===== config.mk =====
export PLATFORM = sky130hd
export DESIGN_NAME = rc_channel_frame_encoder
export DESIGN_NICKNAME = d
export VERILOG_FILES = /design/src/hdl/rcfe_pkg.sv /design/src/hdl/rcfe_packer.sv /design/src/hdl/rc_channel_frame_encoder.sv
export SDC_FILE = /design/constraint.sdc
export NUM_CORES = 1
export LEC_CHECK = 0
export ABC_AREA = 0
export BUFFER_PORTS_ARGS = -buffer_cell sky130_fd_sc_hd__buf_2
export CAP_MARGIN = 10
export CORE_ASPECT_RATIO = 1.75
export CORE_MARGIN = 10
export CORE_UTILIZATION = 50
export CTS_CLUSTER_DIAMETER = 40
export DETAILED_ROUTE_END_ITERATION = 8
export PLACE_DENSITY_LB_ADDON = 0.12
export SLEW_MARGIN = 0
export SYNTH_ARGS = -nofsm -noshare
export SYNTH_HDL_FRONTEND = slang
export SYNTH_SLANG_ARGS = --single-unit

===== constraint.sdc =====
create_clock -name clk -period 7.55 [get_ports clk]
set_input_delay 1.1325 -clock clk [delete_from_list [all_inputs] [get_ports clk]]
set_output_delay 1.1325 -clock clk [all_outputs]
set_load 0.01 [all_outputs]

===== src/hdl/rcfe_pkg.sv =====
package rcfe_pkg;

  // Frame layout
  localparam int NUM_CHANNELS = 16;
  localparam int POS_W        = $clog2(NUM_CHANNELS);
  localparam int CH_W         = 11;
  localparam int VALUE_W      = 16;
  localparam int ACC_W        = 7;   // leftover bits after whole bytes leave
  localparam int HELD_W       = 3;
  localparam int GROUP_BYTES  = 4;
  localparam int GCOUNT_W     = 3;

  localparam logic [7:0] SYNC_BYTE      = 8'hC8;
  localparam logic [7:0] FRAME_LEN_BYTE = 8'd24;
  localparam logic [7:0] FRAME_TYPE_RC  = 8'h16;
  localparam logic [7:0] CRC_POLY       = 8'hD5;

  localparam logic [POS_W-1:0] LAST_POS = POS_W'(NUM_CHANNELS - 1);

  // Configuration register indexes
  localparam int CFG_INDEX_W = 2;
  localparam logic [CFG_INDEX_W-1:0] REG_CHANNEL_MIN = 2'd0;
  localparam logic [CFG_INDEX_W-1:0] REG_CHANNEL_MAX = 2'd1;

  localparam logic [CH_W-1:0] CHANNEL_MIN_RESET = 11'd172;
  localparam logic [CH_W-1:0] CHANNEL_MAX_RESET = 11'd1811;

  // One channel's worth of frame bytes, byte 0 leaves first
  typedef struct packed {
    logic [GROUP_BYTES-1:0][7:0] bytes;
    logic [GCOUNT_W-1:0]         count;
    logic                        last;
  } rcfe_group_t;

  // CRC-8, MSB first, one byte
  function automatic logic [7:0] crc8_update(input logic [7:0] crc, input logic [7:0] data);
    logic [7:0] c;
    c = crc ^ data;
    for (int k = 0; k < 8; k++) begin
      if (c[7]) begin
        c = {c[6:0], 1'b0} ^ CRC_POLY;
      end else begin
        c = {c[6:0], 1'b0};
      end
    end
    return c;
  endfunction

  // CRC after the type byte, start of every frame
  localparam logic [7:0] HEADER_CRC = crc8_update(8'h00, FRAME_TYPE_RC);

endpackage


===== src/hdl/rcfe_packer.sv =====
module rcfe_packer
  import rcfe_pkg::*;
(
  input  logic                clk,
  input  logic                rst,
  input  logic                in_valid,
  output logic                in_ready,
  input  logic [VALUE_W-1:0]  channel_value,
  input  logic [CH_W-1:0]     channel_min,
  input  logic [CH_W-1:0]     channel_max,
  output logic                grp_valid,
  output rcfe_group_t         grp,
  input  logic                grp_take
);

  // Input register
  logic               i_valid;
  logic [VALUE_W-1:0] i_value;
  logic               i_take;

  // Frame state
  logic [POS_W-1:0]  pos;
  logic [ACC_W-1:0]  acc;
  logic [HELD_W-1:0] held;
  logic [7:0]        crc;

  logic [POS_W-1:0]  pos_next;
  logic [ACC_W-1:0]  acc_next;
  logic [HELD_W-1:0] held_next;
  logic [7:0]        crc_next;
  rcfe_group_t       grp_next;

  // Combinational work
  logic               first;
  logic               last;
  logic [ACC_W-1:0]   acc_base;
  logic [HELD_W-1:0]  held_base;
  logic [7:0]         crc_base;
  logic [VALUE_W-1:0] raised;
  logic [VALUE_W-1:0] limited;
  logic [CH_W-1:0]    ch;
  logic [17:0]        packed_bits;
  logic [4:0]         total;
  logic               two;
  logic [7:0]         b0;
  logic [7:0]         b1;
  logic [7:0]         crc1;
  logic [7:0]         crc2;

  assign i_take   = i_valid && (!grp_valid || grp_take);
  assign in_ready = !i_valid || i_take;

  // Clamp, pack and checksum one channel
  always_comb begin
    first     = (pos == '0);
    last      = (pos == LAST_POS);
    acc_base  = first ? '0 : acc;
    held_base = first ? '0 : held;
    crc_base  = first ? HEADER_CRC : crc;

    // raise first, then lower: crossed limits give channel_max
    raised  = (i_value < {5'b0, channel_min}) ? {5'b0, channel_min} : i_value;
    limited = (raised > {5'b0, channel_max}) ? {5'b0, channel_max} : raised;
    ch      = limited[CH_W-1:0];

    packed_bits = {11'b0, acc_base} | ({7'b0, ch} << held_base);
    total       = {2'b0, held_base} + 5'd11;
    two         = (total >= 5'd16);
    b0          = packed_bits[7:0];
    b1          = packed_bits[15:8];

    crc1 = crc8_update(crc_base, b0);
    crc2 = two ? crc8_update(crc1, b1) : crc1;

    acc_next  = two ? {5'b0, packed_bits[17:16]} : packed_bits[14:8];
    held_next = two ? 3'(total - 5'd16) : 3'(total - 5'd8);
    crc_next  = crc2;
    pos_next  = pos + 1'b1;

    if (first) begin
      grp_next.bytes[0] = SYNC_BYTE;
      grp_next.bytes[1] = FRAME_LEN_BYTE;
      grp_next.bytes[2] = FRAME_TYPE_RC;
      grp_next.bytes[3] = b0;
      grp_next.count    = 3'd4;
      grp_next.last     = 1'b0;
    end else begin
      grp_next.bytes[0] = b0;
      grp_next.bytes[1] = two ? b1 : crc2;
      grp_next.bytes[2] = crc2;
      grp_next.bytes[3] = crc2;
      grp_next.count    = 3'd1 + {2'b0, two} + {2'b0, last};
      grp_next.last     = last;
    end
  end

  // Input register transfer
  always_ff @(posedge clk) begin
    if (rst) begin
      i_valid <= 1'b0;
    end else if (in_valid && in_ready) begin
      i_valid <= 1'b1;
    end else if (i_take) begin
      i_valid <= 1'b0;
    end
    if (in_valid && in_ready) begin
      i_value <= channel_value;
    end
  end

  // State and group register
  always_ff @(posedge clk) begin
    if (rst) begin
      grp_valid <= 1'b0;
      pos       <= '0;
      acc       <= '0;
      held      <= '0;
      crc       <= '0;
    end else if (i_take) begin
      grp_valid <= 1'b1;
      pos       <= pos_next;
      acc       <= acc_next;
      held      <= held_next;
      crc       <= crc_next;
    end else if (grp_take) begin
      grp_valid <= 1'b0;
    end
    if (i_take) begin
      grp <= grp_next;
    end
  end

  a_grp_count: assert property (@(posedge clk) disable iff (rst)
    grp_valid |-> (grp.count != 3'd0 && grp.count <= 3'd4))
    else $error("group byte count out of range");

  a_grp_hold: assert property (@(posedge clk) disable iff (rst)
    grp_valid && !grp_take |=> grp_valid && $stable(grp))
    else $error("pending group lost or changed");

  a_in_hold: assert property (@(posedge clk) disable iff (rst)
    i_valid && !i_take |=> i_valid && $stable(i_value))
    else $error("input register dropped a channel");

endmodule


===== src/hdl/rc_channel_frame_encoder.sv =====
// Bytes pass the input register, the group register and the output shifter.
// Throughput: one byte per cycle while out_ready is high; a channel gives 1 to 4
// bytes (26 bytes per 16-channel frame).
// An input register and a pending byte group keep input open while bytes drain.
// Reset (rst, synchronous): empties the pipeline, restarts at channel 0 and loads
// channel_min = 172, channel_max = 1811.
module rc_channel_frame_encoder
  import rcfe_pkg::*;
(
  input  logic                   clk,
  input  logic                   rst,
  input  logic                   in_valid,
  output logic                   in_ready,
  input  logic [VALUE_W-1:0]     channel_value,
  output logic                   out_valid,
  input  logic                   out_ready,
  output logic [7:0]             frame_byte,
  output logic                   last_byte,
  input  logic                   cfg_write,
  input  logic [CFG_INDEX_W-1:0] cfg_index,
  input  logic [CH_W-1:0]        cfg_data
);

  logic [CH_W-1:0] channel_min;
  logic [CH_W-1:0] channel_max;

  logic        grp_valid;
  rcfe_group_t grp;
  logic        grp_take;

  // Output byte shifter
  logic [GROUP_BYTES-1:0][7:0] obuf;
  logic [GCOUNT_W-1:0]         ocnt;
  logic                        olast;
  logic                        o_load;

  // Configuration registers
  always_ff @(posedge clk) begin
    if (rst) begin
      channel_min <= CHANNEL_MIN_RESET;
      channel_max <= CHANNEL_MAX_RESET;
    end else if (cfg_write) begin
      unique case (cfg_index)
        REG_CHANNEL_MIN: channel_min <= cfg_data;
        REG_CHANNEL_MAX: channel_max <= cfg_data;
        default: ;
      endcase
    end
  end

  rcfe_packer u_packer (
    .clk           (clk),
    .rst           (rst),
    .in_valid      (in_valid),
    .in_ready      (in_ready),
    .channel_value (channel_value),
    .channel_min   (channel_min),
    .channel_max   (channel_max),
    .grp_valid     (grp_valid),
    .grp           (grp),
    .grp_take      (grp_take)
  );

  // Load a new group when empty or when the last byte leaves
  assign o_load   = !out_valid || (out_ready && ocnt == 3'd1);
  assign grp_take = grp_valid && o_load;

  always_ff @(posedge clk) begin
    if (rst) begin
      out_valid <= 1'b0;
      ocnt      <= '0;
    end else if (o_load) begin
      out_valid <= grp_valid;
      if (grp_valid) begin
        ocnt <= grp.count;
      end else begin
        ocnt <= '0;
      end
    end else if (out_ready) begin
      ocnt <= ocnt - 1'b1;
    end
    if (o_load) begin
      if (grp_valid) begin
        obuf  <= grp.bytes;
        olast <= grp.last;
      end
    end else if (out_ready) begin
      obuf <= obuf >> 8;
    end
  end

  assign frame_byte = obuf[0];
  assign last_byte  = olast && (ocnt == 3'd1);

  a_out_count: assert property (@(posedge clk) disable iff (rst)
    out_valid |-> (ocnt != 3'd0))
    else $error("output valid with no bytes left");

  a_out_hold: assert property (@(posedge clk) disable iff (rst)
    out_valid && !out_ready |=> out_valid && $stable(frame_byte) && $stable(last_byte))
    else $error("stalled output byte changed");

  a_take_load: assert property (@(posedge clk) disable iff (rst)
    grp_take |=> out_valid && ocnt == $past(grp.count))
    else $error("group transfer did not load the output");

endmodule

==> metrics.md <==
| Metric | Value |
|---|---|
| Outcome | finished, final reports clean |
| Synth Cell Area | 8120 um^2 |
| Reg2reg path depth | 23 |
| Row Count | 61 |
| Core Box Area | 16000 um^2 |
| Required time at the worst-slack endpoint | 7.71 ns |
| Port bufs | 44 |
| CP Class | flip-flop to flip-flop |
| Clock sink count | 135 |
| CP top delay family | compound AO/OA/AOI/OAI gates |
| Final Max Tran Viols | 0 |
| PwrDens | 278 nW/um^2 |
| CP Launch Type | flip-flop |
| Final wirelength | 23500 um |
| Syn. warnings | 0 |
| Sequential fraction of the synthesis area | 43.8% |
| Die area | 21900 um^2 |
| Slew HR | 19.8% |
| Top FF cell, synth | edfxtp_1 |
| Fin cells | 1092 |
| Crit-path max cell delay | 0.51 ns |
| Compound-cell area share of the yosys netlist | 17.8% |
| # diodes | 0 |
| Boundary Pins | 45 |
| Logic pwr share | 31.4% |
| Internal Power | 1.72 mW |
| CTS clock-pin slew for the worst setup and hold paths | 0.07 ns |
| Critical Path End Type | flip-flop |
| Multiplexer share of the synthesized area | 2.78% |
| GRT overflow | 0 |
| DRC viols | 0 |
| Fin crit share | 95.6% |
| Post-synth EDFFs | 85 |
| Die Width | 116 um |
| Pin count of the biggest net entering global routing | 60 |
| Leakage | 3.69 nW |
| Top cell type by total area after synthesis | edfxtp_1 |
| Total number of vias | 6463 |
| Post-DP HPWL | 18000 um |
| Worst VDD drop | 157 uV |
| Post-layout nets | 953 |
| Fmax | 139 MHz |
| Post-synthesis cell type count | 85 |
| Placed Instances | 1060 |
| Hold WC Path Type | flip-flop to flip-flop |
| Chip height | 189 um |
| Clock latency on the worst-skew pair | 0.43 ns |
| CP Depth | 23 |
| TritonCTS clock tree | done |
| Gr usage total | 22.1% |
| XOR/XNOR Fraction of Synth Area | 8.23% |
| DR vias/cell | 5.92 |
| Syn Nets | 918 |
| Drt first-iter violations | 372 |
| Largest family of logic cells by synthesized area | compound AO/OA/AOI/OAI gates |
| Worst path cell trace | ha_1, a21o_1, a221oi_1, o21ai_1, a21oi_1, o21ai_0, ha_1, nor2b_1, o211ai_1, a211o_1, buf_4, a211oi_1, a31oi_1, mux2_2, a221o_1, a21o_1, a211o_1, xor2_2, xnor3_2, xnor3_1, mux2i_2, xnor2_1, mux2i_1 |
| Share of the synthesized area in the top cell type | 31.5% |
| Total power | 2.56 mW |
| Area contributors post-synth | edfxtp_1, dfxtp_1, nand2_1 |
| Clock share of power | 34.3% |
| Routability congestion estimate | 0.946 |
| Register-to-Register Setup Slack | 0.33 ns |
| Hold_ws | 0.427 ns |
| Layout Utilization | 57.6% |
| Max-Cap Viols | 0 |
| Share of layout cells above drive strength 1 | 16.7% |
| Adder-Cell Fraction of Synth Area | 4.47% |
| Switch Pwr | 0.839 mW |
| Async set or reset register ratio after synthesis | 0% |
| Bufs on Longest Clock Path | 2 |
| Synth Area per Inst | 9.49 um^2 |
| Buf/Inv on CP | 1 |
| First-pass GRT wire length | 36800 um |
| Synth Area in Simple Gates | 17.7% |
| Initial antenna violation count | 0 |
| Setup TNS Final | 0 ns |
| Layout area overhead | 13.2% |
| 1st-pass router iterations | 6 |
| Post-CTS Setup Inserts | 0 |
| Min-Delay Path Depth | 0 |
| # fillers | 1428 |
| Reg power frac | 34.4% |
| Worst-Margin Slew | 1.20 ns |
| Final hold violation count | 0 |
| Final Critical Period | 7.22 ns |
| Post-Synthesis Cells | 855 |
| Worst path slowest cell | xnor3_2 |
| Worst-path maximum fanout | 8 |
| Vias in the first global route | 6689 |
| Initial Util | 50.9% |
| Worst clock skew | 0.0131 ns |
| Arrival time worst endpoint | 7.38 ns |
| Sw Ratio | 32.8% |
| Antenna viol nets, final | 0 |
| Htree depth | 4 |
| Synthesized flop and latch total | 135 |
| Root Buffer | clkbuf_16 |
| CTS Buf Count | 17 |
| Setup violators final | 0 |
| Wire per inst | 21.6 um |
| RSZ-0062 raised after global routing | false |
-- cells in the mapped netlist (14+ instances only) --
cell type,instances
nand2_1,150
edfxtp_1,85
nor2_1,78
dfxtp_1,50
a21oi_1,48
inv_1,41
clkbuf_1,38
xnor2_1,32
ha_1,29
o21ai_0,23
a211oi_1,17
nand3_1,17
a211o_1,16
nor3_1,15
and2_1,14
-- per-stage QoR --
step / setup WS (ns) / cell area [um^2]
after detailed placement: 0.130 / 8530
after global routing: 0.0348 / 9180
after global placement: 0.302 / 8530
final: 0.335 / 9180
after CTS: 0.110 / 9150
after floorplan: 1.10 / 8120
-- cell usage in the layout, fill, tap and decap left out, drive strengths merged, types with 15 or more instances in the layout --
cell,instances
a211o,16
a211oi,18
a21oi,48
buf,74
clkbuf,18
dfxtp,50
edfxtp,85
ha,29
inv,51
nand2,150
nand3,17
nor2,78
nor3,19
o21ai,28
xnor2,35
xor2,15
-- routing by layer --
layer | routed length [um] | global-route usage (%) | up-vias | share of wire [%]
li1 | - | - | 3129 | -
met1 | 7770 | 20.2 | 3071 | 33
met2 | 13500 | 42.8 | 187 | 57
met3 | 782 | 3.02 | 76 | 3.3
met4 | 1480 | 14.4 | 0 | 6.3
met5 | 0 | 0 | - | 0
-- path summary, 6_finish.rpt --
path,start,endpoint
setup / recovery,u_packer.i_value[6],u_packer.grp[35]
hold / removal,u_packer.grp[0],olast
setup reg to reg,u_packer.i_value[6],u_packer.grp[35]
hold reg to reg,u_packer.grp[0],olast
-- flip-flops by register name, summed over array words and instances, names as in the netlist, 3 cells and up --
signal,count
obuf,24
u_packer.acc,7
u_packer.grp,36
ocnt,3
u_packer.held,3
u_packer.pos,4
channel_min,11
u_packer.i_value,16
frame_byte,8
u_packer.crc,8
channel_max,11
-- logic make-up (layout without fill, tap and decap cells) --
logic type / after synthesis / count (layout)
AO/OA/AOI/OAI: 196 / 196
XOR/XNOR: 58 / 58
adder cells (fa/ha/maj): 29 / 29
buffers and inverters: 99 / 147
flip-flops: 135 / 135
multiplexers: 19 / 19
AND/OR/NAND/NOR: 319 / 319
-- area by class of cell --
type	instances	area, um^2	area share [%]
multi-input combinational	621	4180	45.6
sequential	135	3550	38.7
timing repair buffer	74	445	4.85
tap	189	236	2.57
clock inverter	14	181	1.98
inverter	41	154	1.68
clock buffer	18	429	4.67
-- power by group through the flow --
stage | combinational (mW) | sequential, mW | clock (mW)
after floorplan | 0.597 | 0.884 | 0
after global placement | 0.775 | 0.891 | 0
after detailed placement | 0.787 | 0.893 | 0
after CTS | 0.794 | 0.877 | 0.888
after global routing | 0.865 | 0.883 | 0.918
final | 0.802 | 0.878 | 0.876
-- timing repair --
action,4_1_cts,5_1_grt
hold buffers,0,0
endpoints found under the setup margin,0,14
resized for setup,0,9
Note: power is estimated with default switching activity, not from simulation.
